### src/rtl/core/modular_inverse_euclid_core_defines.svh
// assertion macros for the modular inverse core
// no dependencies; included by the top level only
`ifndef MODULAR_INVERSE_EUCLID_CORE_DEFINES_SVH
`define MODULAR_INVERSE_EUCLID_CORE_DEFINES_SVH

// same-cycle implication under reset
`define MIE_ASSERT_NOW(label, clk, rst_n, ante, cons, msg) \
	label: assert property (@(posedge clk) disable iff (!rst_n) (ante) |-> (cons)) \
		else $error(msg);

// next-cycle implication under reset
`define MIE_ASSERT_NEXT(label, clk, rst_n, ante, cons, msg) \
	label: assert property (@(posedge clk) disable iff (!rst_n) (ante) |=> (cons)) \
		else $error(msg);

`endif

### src/rtl/core/mie_pkg.sv
// shared field widths and types for the modular inverse core
// no dependencies
package mie_pkg;

	localparam int FIELD_W = 31;

	typedef struct packed {
		logic busy;
		logic done;
	} mie_div_stat_t;

endpackage

### src/rtl/core/mie_if.sv
// valid/ready channels for request and response items
// depends on mie_pkg
interface mie_req_if;
	import mie_pkg::*;
	logic               valid;
	logic               ready;
	logic [FIELD_W-1:0] value;
	logic [FIELD_W-1:0] modulus;
	modport source (output valid, output value, output modulus, input ready);
	modport sink (input valid, input value, input modulus, output ready);
endinterface

interface mie_rsp_if;
	import mie_pkg::*;
	logic               valid;
	logic               ready;
	logic [FIELD_W-1:0] inverse;
	logic               no_inverse;
	modport source (output valid, output inverse, output no_inverse, input ready);
	modport sink (input valid, input inverse, input no_inverse, output ready);
endinterface

### src/rtl/core/mie_divmul.sv
// radix-2 serial divider, one quotient bit per cycle, that also forms
// quotient times coefficient by shift-and-add; depends on mie_pkg
module mie_divmul #(
	parameter int OPW = 31,
	parameter int CW  = 33
) (
	input  logic                  clk,
	input  logic                  arst_n,
	input  logic                  start,
	input  logic [OPW-1:0]        dividend,
	input  logic [OPW-1:0]        divisor,
	input  logic signed [CW-1:0]  coef,
	output mie_pkg::mie_div_stat_t stat,
	output logic [OPW-1:0]        rem,
	output logic signed [CW-1:0]  prod
);
	import mie_pkg::*;

	localparam int CNTW = $clog2(OPW + 1);

	logic                 busy_q;
	logic                 done_q;
	logic [CNTW-1:0]      cnt_q;
	logic [OPW-1:0]       dvd_q;
	logic [OPW-1:0]       dvs_q;
	logic [OPW-1:0]       rem_q;
	logic signed [CW-1:0] coef_q;
	logic signed [CW-1:0] prod_q;

	logic [OPW:0]         trial;
	logic [OPW:0]         diff;
	logic                 qbit;
	logic [OPW-1:0]       rem_next;
	logic signed [CW-1:0] prod_next;

	always_comb begin
		trial     = {rem_q, dvd_q[OPW-1]};
		diff      = trial - {1'b0, dvs_q};
		qbit      = (trial >= {1'b0, dvs_q});
		rem_next  = qbit ? diff[OPW-1:0] : trial[OPW-1:0];
		prod_next = (prod_q <<< 1) + (qbit ? coef_q : '0);
	end

	always_ff @(posedge clk or negedge arst_n) begin
		if (!arst_n) begin
			busy_q <= 1'b0;
			done_q <= 1'b0;
			cnt_q  <= '0;
		end else begin
			done_q <= 1'b0;
			if (start) begin
				busy_q <= 1'b1;
				cnt_q  <= CNTW'(OPW);
			end else if (busy_q) begin
				cnt_q <= cnt_q - 1'b1;
				if (cnt_q == CNTW'(1)) begin
					busy_q <= 1'b0;
					done_q <= 1'b1;
				end
			end
		end
	end

	always_ff @(posedge clk) begin
		if (start) begin
			dvd_q  <= dividend;
			dvs_q  <= divisor;
			coef_q <= coef;
			rem_q  <= '0;
			prod_q <= '0;
		end else if (busy_q) begin
			dvd_q  <= dvd_q << 1;
			rem_q  <= rem_next;
			prod_q <= prod_next;
		end
	end

	assign stat.busy = busy_q;
	assign stat.done = done_q;
	assign rem       = rem_q;
	assign prod      = prod_q;

endmodule

### src/rtl/core/modular_inverse_euclid_core.sv
// Modular inverse by the extended Euclidean algorithm. One item is worked at a
// time: each Euclid step runs a serial divider that retires one quotient bit per
// cycle; OPW = min(WIDTH-1, 31) operand bits. The result waits in an output
// register, so a new item is taken as soon as the previous one has been handed
// over to it.
// depends on mie_pkg, mie_if, mie_divmul and the defines header
module modular_inverse_euclid_core #(
	parameter int WIDTH = 32
) (
	input  logic      clk,
	input  logic      arst_n,
	mie_req_if.sink   req,
	mie_rsp_if.source rsp
);
	import mie_pkg::*;

`include "modular_inverse_euclid_core_defines.svh"

	localparam int OPW = (WIDTH - 1 >= FIELD_W) ? FIELD_W : WIDTH - 1;
	localparam int CW  = OPW + 2;

	localparam logic [2:0] S_IDLE  = 3'd0;
	localparam logic [2:0] S_CHECK = 3'd1;
	localparam logic [2:0] S_DIV   = 3'd2;
	localparam logic [2:0] S_LIFT  = 3'd3;
	localparam logic [2:0] S_PUSH  = 3'd4;

	logic [2:0]           state_q;
	logic [OPW-1:0]       a_q;
	logic [OPW-1:0]       b_q;
	logic [OPW-1:0]       m_q;
	logic signed [CW-1:0] x0_q;
	logic signed [CW-1:0] x1_q;
	logic [OPW-1:0]       res_q;
	logic                 flag_q;

	logic                 ovalid_q;
	logic [FIELD_W-1:0]   oinv_q;
	logic                 oflag_q;

	logic                 div_start;
	mie_div_stat_t        div_stat;
	logic [OPW-1:0]       div_rem;
	logic signed [CW-1:0] div_prod;
	logic signed [CW-1:0] m_ext;
	logic signed [CW-1:0] lifted;
	logic                 slot_free;

	assign m_ext     = {2'b00, m_q};
	assign lifted    = x1_q[CW-1] ? (x1_q + m_ext) : x1_q;
	assign slot_free = !ovalid_q || rsp.ready;
	assign div_start = (state_q == S_CHECK) && (m_q > OPW'(1)) && (a_q > OPW'(1)) &&
		(b_q != '0);

	mie_divmul #(
		.OPW(OPW),
		.CW (CW)
	) u_divmul (
		.clk     (clk),
		.arst_n  (arst_n),
		.start   (div_start),
		.dividend(a_q),
		.divisor (b_q),
		.coef    (x0_q),
		.stat    (div_stat),
		.rem     (div_rem),
		.prod    (div_prod)
	);

	always_ff @(posedge clk or negedge arst_n) begin
		if (!arst_n) begin
			state_q <= S_IDLE;
		end else begin
			case (state_q)
				S_IDLE: begin
					if (req.valid) begin
						state_q <= S_CHECK;
					end
				end
				S_CHECK: begin
					if (div_start) begin
						state_q <= S_DIV;
					end else if (m_q > OPW'(1) && a_q == OPW'(1)) begin
						state_q <= S_LIFT;
					end else begin
						state_q <= S_PUSH;
					end
				end
				S_DIV: begin
					if (div_stat.done) begin
						state_q <= S_CHECK;
					end
				end
				S_LIFT: begin
					state_q <= S_PUSH;
				end
				S_PUSH: begin
					if (slot_free) begin
						state_q <= S_IDLE;
					end
				end
				default: begin
					state_q <= S_IDLE;
				end
			endcase
		end
	end

	always_ff @(posedge clk) begin
		case (state_q)
			S_IDLE: begin
				a_q  <= req.value[OPW-1:0];
				b_q  <= req.modulus[OPW-1:0];
				m_q  <= req.modulus[OPW-1:0];
				x0_q <= '0;
				x1_q <= CW'(1);
			end
			S_CHECK: begin
				if (m_q == OPW'(1)) begin
					res_q  <= OPW'(1);
					flag_q <= 1'b0;
				end else begin
					res_q  <= '0;
					flag_q <= 1'b1;
				end
			end
			S_DIV: begin
				if (div_stat.done) begin
					a_q  <= b_q;
					b_q  <= div_rem;
					x1_q <= x0_q;
					x0_q <= x1_q - div_prod;
				end
			end
			S_LIFT: begin
				res_q  <= lifted[OPW-1:0];
				flag_q <= 1'b0;
			end
			default: begin
			end
		endcase
	end

	always_ff @(posedge clk or negedge arst_n) begin
		if (!arst_n) begin
			ovalid_q <= 1'b0;
		end else if (state_q == S_PUSH && slot_free) begin
			ovalid_q <= 1'b1;
		end else if (rsp.ready) begin
			ovalid_q <= 1'b0;
		end
	end

	always_ff @(posedge clk) begin
		if (state_q == S_PUSH && slot_free) begin
			oinv_q  <= FIELD_W'(res_q);
			oflag_q <= flag_q;
		end
	end

	assign req.ready      = (state_q == S_IDLE);
	assign rsp.valid      = ovalid_q;
	assign rsp.inverse    = oinv_q;
	assign rsp.no_inverse = oflag_q;

	// flagged items carry a zero inverse
	`MIE_ASSERT_NOW(a_flag_zero, clk, arst_n, rsp.valid && rsp.no_inverse, rsp.inverse == '0, "flagged item with nonzero inverse")
	// divider finishes only while a step is in flight
	`MIE_ASSERT_NOW(a_div_done_state, clk, arst_n, div_stat.done, state_q == S_DIV, "divider done outside a step")
	// lift is reached only once the remainder has come down to one
	`MIE_ASSERT_NOW(a_lift_unit, clk, arst_n, state_q == S_LIFT, a_q == OPW'(1), "lift with remainder other than one")
	// a pushed result shows up on the response channel
	`MIE_ASSERT_NEXT(a_push_valid, clk, arst_n, state_q == S_PUSH && slot_free, rsp.valid, "pushed item not presented")

endmodule

### src/flat_wrapper.sv
// flat-port wrapper written by rule: the top's interface ports become plain ports
module modular_inverse_euclid_core_flat import mie_pkg::*;
#(
	parameter int WIDTH = 32
)
  (clk, arst_n, req_valid, req_value, req_modulus, req_ready, rsp_valid, rsp_inverse, rsp_no_inverse, rsp_ready);
  mie_req_if req_i ();
  mie_rsp_if rsp_i ();
  input  logic clk;
  input  logic arst_n;
  input wire logic [$bits(req_i.valid)-1:0] req_valid;
  input wire logic [$bits(req_i.value)-1:0] req_value;
  input wire logic [$bits(req_i.modulus)-1:0] req_modulus;
  output wire logic [$bits(req_i.ready)-1:0] req_ready;
  output wire logic [$bits(rsp_i.valid)-1:0] rsp_valid;
  output wire logic [$bits(rsp_i.inverse)-1:0] rsp_inverse;
  output wire logic [$bits(rsp_i.no_inverse)-1:0] rsp_no_inverse;
  input wire logic [$bits(rsp_i.ready)-1:0] rsp_ready;
  assign req_i.valid = req_valid;
  assign req_i.value = req_value;
  assign req_i.modulus = req_modulus;
  assign req_ready = req_i.ready;
  assign rsp_valid = rsp_i.valid;
  assign rsp_inverse = rsp_i.inverse;
  assign rsp_no_inverse = rsp_i.no_inverse;
  assign rsp_i.ready = rsp_ready;
  modular_inverse_euclid_core #(.WIDTH(WIDTH)) u_core (.clk(clk), .arst_n(arst_n), .req(req_i), .rsp(rsp_i));
endmodule
### config.mk
export PLATFORM = sky130hd
export DESIGN_NAME = modular_inverse_euclid_core_flat
export DESIGN_NICKNAME = d
export VERILOG_FILES = /design/src/rtl/core/mie_pkg.sv /design/src/rtl/core/mie_if.sv /design/src/rtl/core/mie_divmul.sv /design/src/rtl/core/modular_inverse_euclid_core.sv /design/src/flat_wrapper.sv
export VERILOG_INCLUDE_DIRS = /design/src /design/src/rtl/core
export SDC_FILE = /design/constraint.sdc
export NUM_CORES = 1
export LEC_CHECK = 0
export BUFFER_PORTS_ARGS = -buffer_cell sky130_fd_sc_hd__buf_2
export CAP_MARGIN = 10
export CORE_UTILIZATION = 58
export CTS_BUF_LIST = sky130_fd_sc_hd__clkbuf_4 sky130_fd_sc_hd__clkbuf_8
export DETAILED_ROUTE_END_ITERATION = 8
export GPL_TIMING_DRIVEN = 0
export PLACE_DENSITY = 0.82
export SYNTH_ARGS = -nofsm -noshare
export SYNTH_HDL_FRONTEND = slang
export SYNTH_SLANG_ARGS = --single-unit
### constraint.sdc
create_clock -name clk -period 13.5 [get_ports clk]
set_input_delay 3.375 -clock clk [delete_from_list [all_inputs] [get_ports clk]]
set_output_delay 3.375 -clock clk [all_outputs]
set_load 0.03 [all_outputs]
==> parameters.txt, run 1 <==
Parameter                              Value

Run status
  Run status ... finished, final reports clean

Synthesis
  Sequential share of the synthesized area ... around 50%
  Post-synthesis cell count ... slightly above 2000
  Share of flip-flops with an asynchronous set or reset after synthesis ... 2.80%
  Post-Synthesis Net Count ... approximately 2300
  Number of enable-type register cells in the synthesized netlist ... approximately 320
  Cell type contributing the most total cell area after synthesis ... edfxtp_1
  Number of synthesis warnings ... 0
  Summed instance area of the synthesized netlist ... approximately 22000 sq um
  Synth area leaders ... edfxtp_1 44%, ha_1 7.3%, dfxtp_1 5.9%
  Avg Synthesized Cell Area ... approximately 10 sq um
  Most used DFF post-synth ... edfxtp_1
  Top cell type's share of synthesized area ... ~44%
  Count of distinct cell types in the synthesized netlist ... just over 80
  Register bit count reported by yosys ... around 390

Timing
  Fin crit share ... about half
  Highest Clock Rate ... approximately 0.15 GHz
  Final count of hold timing violations ... 0
  Unrepaired setup endpoints after global routing ... no
  Final TNS setup ... 0 ns
  Worst slew slack as a fraction of its limit ... 28.1%
  Max-slew violations ... 0
  Total of endpoints with negative setup slack in the final report ... 0
  Worst setup slack after layout ... approximately 7 ns
  Post-route clock skew ... 0.0333 ns
  Min cycle time layout ... 6.48 ns
  Measured slew at the worst slew-check pin ... ~1.1 ns

Global route
  Number of antenna violations at the first check in global routing ... 2
  Global Route met3 Usage ... 6.49%
  Largest net degree at the start of global routing ... 59
  GR Layer Usage met1 ... between 40 and 50%
  Gr busiest metal ... met2
  GR met2 Demand/Resource ... approximately 50%
  Number of global-route vias before repair ... 16905
  Global Route Usage Sum ... approximately 32%
  Global-route wire length before repair ... approximately 93000 microns
  GR Overflow Total ... 0

CTS
  Hold buffers post-CTS ... 0
  Setup Fix Bufs, Post-CTS ... 0
  Clock slew at reported path FFs ... 0.07 ns
  CTS-repair resized insts ... 0
  Clock sink count ... 393
  Clock insertion delay at the later pin of the skew report ... about 0.7 ns
  Clock buffer depth ... 3
  TritonCTS Buffers ... 60
  Root buf cell ... clkbuf_8
  H-tree depth reported by CTS ... 2
  TritonCTS clock tree ... built

Place
  Port buffer count ... 99
  Post-DP HPWL ... about 46000 microns
  Weighted congestion reported at the end of routability-driven placement ... slightly below 1
  Pre-CTS setup slack ... between 7 and 8 ns
  Placed cell areas ... approximately 23000 sq um

Floorplan
  Top Ports ... 100
  Core area ... 36700 sq um
  Die area ... roughly 38000 sq um
  Starting utilization of the core area ... about three fifths
  Row count ... 70
  Die outline height ... 195 microns
  Die extent in x ... slightly below 200 microns

Route
  Avg Vias per Cell ... around 6.3
  Final antenna-violating net count ... 0
  First-pass detailed-route iteration total ... 6
  Via Count ... between 15000 and 20000
  Aggregate routed wire length ... 61600 microns
  Drt first-iter violations ... ~1800
  Drt drc ... 0
  Wirelength per Cell ... 22.2 microns

Layout
  Sequential cell area ... 11100 sq um
  Diodes inserted ... 0
  Filler cell count in the final layout ... between 2000 and 3000
  Area occupied by multi-input gates ... between 9000 and 10000 sq um
  Fraction of layout cells with a size suffix above 1 ... between 10% and 20%
  Final instance area ... 24200 sq um
  End-of-flow core utilization ... about two thirds
  Synthesis-to-finish area growth ... 11.8%
  Post-layout net count ... around 2500

Worst setup path
  Start-to-end type of the worst setup path ... flip-flop to primary output
  Critical path fanouts, max ... 14
  Worst setup EP type ... primary output
  Required time of the worst setup path ... slightly above 10 ns
  Critical path startpoint category ... flip-flop
  Endpoint arrival time on the critical path ... roughly 3.1 ns

Run
  Number of maximum-capacitance constraint violations ... 0

Min path
  Hold crit path type ... flip-flop to flip-flop
-- synthesized netlist by cell type (7+ instances only) --
library cell / instances
inv_1: 95
nor4_1: 25
xor2_1: 39
buf_2: 7
xnor2_1: 45
dfrtp_1: 11
nor2_1: 177
and2_1: 11
o21ai_0: 77
nand3_1: 33
a21oi_1: 124
edfxtp_1: 318
nand2b_1: 27
o31a_1: 9
o31ai_1: 8
o21bai_1: 14
a21o_1: 52
o211ai_1: 13
dfxtp_1: 64
clkbuf_1: 59
nand2_1: 303
or3_1: 8
o21a_1: 18
nor3_1: 39
a211oi_1: 33
ha_1: 126
o2111ai_1: 7
nand4_1: 16
nor2b_1: 52
a31oi_1: 15
mux2_2: 33
and3_1: 46
mux2i_1: 50
-- path summary, 6_finish.rpt --
path | startpoint | endpoint | slack [ns] | cells after the start
worst min register to register | u_core.res_q[21]$_SDFFCE_PN0P_ | u_core.rsp.inverse[21]$_DFFE_PP_ | 0.40 | 0
min in group asynchronous | arst_n | u_core.u_divmul.cnt_q[4]$_DFFE_PN0P_ | 2.57 | 1
worst min-delay path | u_core.res_q[21]$_SDFFCE_PN0P_ | u_core.rsp.inverse[21]$_DFFE_PP_ | 0.40 | 0
worst max register to register | u_core.u_divmul.dvd_q[30]$_DFFE_PP_ | u_core.u_divmul.prod[29]$_SDFFE_PP0P_ | 7.44 | 24
max in group asynchronous | arst_n | u_core.u_divmul.cnt_q[0]$_DFFE_PN0P_ | 10.68 | 1
worst max-delay path | u_core.state_q[1]$_DFFE_PN0P_ | req_ready | 7.02 | 6
-- logic make-up (layout without fill, tap and decap cells) --
family / count (synthesis) / after routing / share of synthesized area, %
AOI/OAI and AO/OA: 443 / 443 / 13.6
xor gates and xnor gates: 84 / 84 / 3.40
and+or+nand+nor: 772 / 772 / 16.7
buffers and inverters: 174 / 398 / 3.31
DFF: 393 / 393 / 51.3
muxes: 83 / 83 / 4.03
adders and majority gates: 130 / 130 / 7.65
-- metal layers --
| metal | share of wire (%) | vias to the layer above | wire, microns |
|---|---|---|---|
| met5 | 0.037 | - | 23 |
| met4 | 4.6 | 4 | 2860 |
| met3 | 11 | 199 | 6890 |
| met2 | 44 | 1026 | 27100 |
| met1 | 40 | 8255 | 24700 |
| li1 | - | 7961 | - |
-- sequential cells by signal, indices dropped and copies added (netlist names), 5 cells and up --
| name | count |
|---|---|
| u_core.u_divmul.prod | 33 |
| u_core.x0_q | 33 |
| u_core.u_divmul.cnt_q | 5 |
| u_core.b_q | 31 |
| u_core.rsp.inverse | 31 |
| u_core.m_q | 31 |
| u_core.u_divmul.rem | 31 |
| u_core.res_q | 31 |
| u_core.a_q | 31 |
| u_core.u_divmul.dvs_q | 31 |
| u_core.u_divmul.coef_q | 33 |
| u_core.x1_q | 33 |
| u_core.u_divmul.dvd_q | 31 |
-- cells in the final DEF, fill, tap and decap left out, types with 33 or more instances in the layout --
master	n
xor2_1	39
edfxtp_1	318
mux2_2	33
inv_1	95
o21ai_0	77
nor3_1	37
nor2b_1	52
and3_1	46
nand2_1	303
a21o_1	52
a211oi_1	33
buf_2	106
xnor2_1	45
mux2i_1	50
ha_1	126
dfxtp_1	64
nand3_1	33
clkbuf_1	58
a21oi_1	124
nor2_1	175
clkbuf_8	63
-- cell type report --
class	instances	share of cell area (%)
multi-input cells	1512	40.7
inverters	95	1.47
plain buffers	79	1.51
repair buffers	114	2.84
clock inverters	24	0.899
clock buffers	86	4.29
well taps	468	2.42
flip-flops and latches	393	45.8
-- worst max-delay path, cell delays in order (launching register included) --
cell and delay (ns):
dfrtp_1 0.47, clkbuf_1 0.32, clkbuf_1 0.33, nor3_2 0.53, buf_6 0.25, buf_4 0.24, buf_2 0.25
-- per-stage QoR --
step / std cells / hold WS (ns)
after floorplan: 2079 / 0.400
after global placement: 2646 / 0.401
after detailed placement: 2661 / 0.405
after CTS: 2771 / 0.409
after global routing: 2771 / 0.414
final: 2771 / 0.401
Power of run 1 is left out: the tool's default activity adds up to more than one toggle a clock period on the data nets, which glitch-free logic cannot reach.
==> run 2: changes to the inputs <==
--- a/config.mk
+++ b/config.mk
@@ -12,7 +12,7 @@
 export CTS_BUF_LIST = sky130_fd_sc_hd__clkbuf_4 sky130_fd_sc_hd__clkbuf_8
 export DETAILED_ROUTE_END_ITERATION = 8
 export GPL_TIMING_DRIVEN = 0
-export PLACE_DENSITY = 0.82
+export PLACE_DENSITY = 0.85
 export SYNTH_ARGS = -nofsm -noshare
 export SYNTH_HDL_FRONTEND = slang
 export SYNTH_SLANG_ARGS = --single-unit
==> constraint.sdc (replaced) <==
create_clock -name clk -period 5.8 [get_ports clk]
set_input_delay 1.45 -clock clk [delete_from_list [all_inputs] [get_ports clk]]
set_output_delay 1.45 -clock clk [all_outputs]
set_load 0.03 [all_outputs]
==> parameters.txt, run 2 (synthesized netlist as in run 1, its figures left out) <==
Parameter                              Value

Floorplan
  Die area ... 38100 sq um
  Row count ... 70
  Starting utilization of the core area ... between 50% and 60%
  Die outline height ... about 200 microns
  Top Ports ... 100
  Die extent in x ... just under 200 microns
  Core area ... about 37000 sq um

Timing
  Final count of hold timing violations ... 0
  Measured slew at the worst slew-check pin ... around 1.1 ns
  Worst slew slack as a fraction of its limit ... a little under a quarter
  Min cycle time layout ... approximately 5.5 ns
  Unrepaired setup endpoints after global routing ... no
  Highest Clock Rate ... roughly 0.18 GHz
  Fin crit share ... roughly 95%
  Max-slew violations ... 0
  Post-route clock skew ... roughly 0.035 ns
  Total of endpoints with negative setup slack in the final report ... 0

Layout
  Most frequent cells in the layout ... 318 x edfxtp_1, 303 x nand2_1, 175 x nor2_1, 126 x ha_1, 123 x a21oi_1
  Diodes inserted ... 0
  Filler cell count in the final layout ... roughly 2700
  Leading cell type in the layout, fill and taps excluded ... edfxtp_1
  Area occupied by multi-input gates ... between 9000 and 10000 sq um
  Post-layout net count ... 2447
  Synthesis-to-finish area growth ... 12.6%
  Non-filler instance count after layout ... 2772
  Fraction of layout cells with a size suffix above 1 ... between 10% and 20%
  Sequential cell area ... around 11000 sq um

Route
  Drt drc ... 0
  Wirelength per Cell ... approximately 22 microns
  Via Count ... approximately 17000
  Final antenna-violating net count ... 0
  Aggregate routed wire length ... between 60000 and 70000 microns
  First-pass detailed-route iteration total ... 6
  Drt first-iter violations ... 1884
  Avg Vias per Cell ... ~6.3

Worst setup path
  Cells along the critical path ... inv_1 -> ha_1 -> a21oi_1 -> nand2_1 -> or3_1 -> nor3_2 -> o31a_1 -> buf_6 -> buf_8 -> buf_6 -> nand2b_1 -> inv_1 -> ha_1 -> a211oi_1 -> nor2_1 -> a211oi_2 -> o221ai_2 -> a2111o_1 -> a31o_1 -> a21oi_2 -> or4_1 -> o311ai_1
  Critical path depth ... 22
  Start-to-end type of the worst setup path ... flip-flop to flip-flop
  Master of the slowest instance on the critical path ... a2111o_1
  Register-to-Register Setup Slack ... 0.30 ns
  Worst setup EP type ... flip-flop
  Reg-to-Reg End ... u_core.u_divmul.prod[30]$_SDFFE_PP0P_
  Cell family with the largest share of critical-path delay ... compound AO/OA/AOI/OAI gates
  Critical path fanouts, max ... 19
  R2r worst-path depth ... 22
  Reg-to-reg startpoint ... u_core.u_divmul.dvs_q[12]$_DFFE_PP_
  CP Launch Point ... u_core.u_divmul.dvs_q[12]$_DFFE_PP_
  Total buffers and inverters traversed by the critical path ... 5
  Critical path startpoint category ... flip-flop
  Endpoint arrival time on the critical path ... around 6 ns
  Required time of the worst setup path ... about 6.3 ns
  Crit-path max cell delay ... 0.50 ns

Place
  Port buffer count ... 99
  Weighted congestion reported at the end of routability-driven placement ... about 1.0
  Number of cells in the design after placement ... between 2000 and 3000
  Post-DP HPWL ... 46200 microns

CTS
  Clock sink count ... between 300 and 400
  Clock insertion delay at the later pin of the skew report ... 0.69 ns
  Root buf cell ... clkbuf_8
  Clock buffer depth ... 3
  Clock slew at reported path FFs ... about 0.07 ns
  TritonCTS Buffers ... just over 60
  H-tree depth reported by CTS ... 2
  TritonCTS clock tree ... built

Min path
  Hold crit path type ... flip-flop to flip-flop
  Number of cells on the worst hold path ... 0
  Hold Path End ... u_core.rsp.inverse[6]$_DFFE_PP_
  Min-Delay Startpoint ... u_core.res_q[6]$_SDFFCE_PN0P_

Global route
  Number of global-route vias before repair ... roughly 16000
  GR Overflow Total ... 0
  Largest net degree at the start of global routing ... 41
  Number of antenna violations at the first check in global routing ... 0
  Global Route Usage Sum ... around 32%
  Global-route wire length before repair ... roughly 93000 microns

Run status
  Run status ... finished, final reports clean

Run
  Number of maximum-capacitance constraint violations ... 0
==> run 2: cell types whose count changed in the layout (fill, tap and decap cells not counted), sizes merged <==
cell | before | now
buf | 134 | 131
bufinv | 3 | 6
clkbuf | 145 | 140
clkinv | 19 | 24
inv | 97 | 98
==> run 2: cell type report <==
cell class                 instances  area share [%]
sequential                       393            45.5
multi-input combinational       1512            40.6
clock buffer                      83            4.22
timing repair buffer             111            2.99
tap                              468            2.40
buffer                            77            1.47
inverter                          95            1.46
clock inverter                    33            1.34
==> run 2: worst max-delay path by stage <==
| stage | to | slack [ns] |
|---|---|---|
| 5_1_grt | u_core.u_divmul.prod[30]$_SDFFE_PP0P_ | 0.01 |
| 3_3_place_gp | u_core.u_divmul.dvs_q[14]$_DFFE_PP_ | -0.63 |
| 6_report | u_core.u_divmul.prod[30]$_SDFFE_PP0P_ | 0.30 |
| 2_1_floorplan | req_ready | 0.81 |
| 4_1_cts | u_core.u_divmul.prod[30]$_SDFFE_PP0P_ | 0.13 |
| 3_5_place_dp | u_core.u_divmul.prod[29]$_SDFFE_PP0P_ | -0.21 |
==> run 2: per-stage QoR <==
step	TNS [ns]	worst slack [ns]	hold slack [ns]	util (%)	cell area [sq um]
final	0	0.298	0.420	66.5	24400
after global routing	0	0.0140	0.426	66.5	24400
after CTS	0	0.126	0.417	66.4	24400
after detailed placement	-0.484	-0.208	0.405	62.7	23000
after global placement	-44.87	-0.625	0.401	62.0	22800
after floorplan	0	0.807	0.400	-	21700
==> run 2: worst reg2reg max path, stage by stage (launching register included) <==
cell	delay [ns]
edfxtp_1	0.35
inv_1	0.07
ha_1	0.38
a21oi_1	0.30
nand2_1	0.13
or3_1	0.49
nor3_2	0.21
o31a_1	0.24
buf_6	0.19
buf_8	0.23
buf_6	0.22
nand2b_1	0.17
inv_1	0.06
ha_1	0.28
a211oi_1	0.25
nor2_1	0.16
a211oi_2	0.31
o221ai_2	0.21
a2111o_1	0.50
a31o_1	0.24
a21oi_2	0.16
or4_1	0.12
o311ai_1	0.10
==> run 2: per-layer routing <==
metal | share of wire (%) | global-route usage, % | routed length, microns | vias up
li1 | - | - | - | 7956
met1 | 41 | 44.2 | 25400 | 8325
met5 | 0 | 0 | 0 | -
met3 | 11 | 7.84 | 6940 | 125
met2 | 45 | 50.3 | 27900 | 936
met4 | 3.0 | 11.1 | 1850 | 0
==> run 2: repair_timing <==
item | CTS | global route
endpoints found under the setup margin | 4 | 10
hold buffers | 0 | 0
pin swaps | 0 | 1
resized for setup | 0 | 7
setup buffers | 0 | 1
Power of run 2 is left out for the same reason.
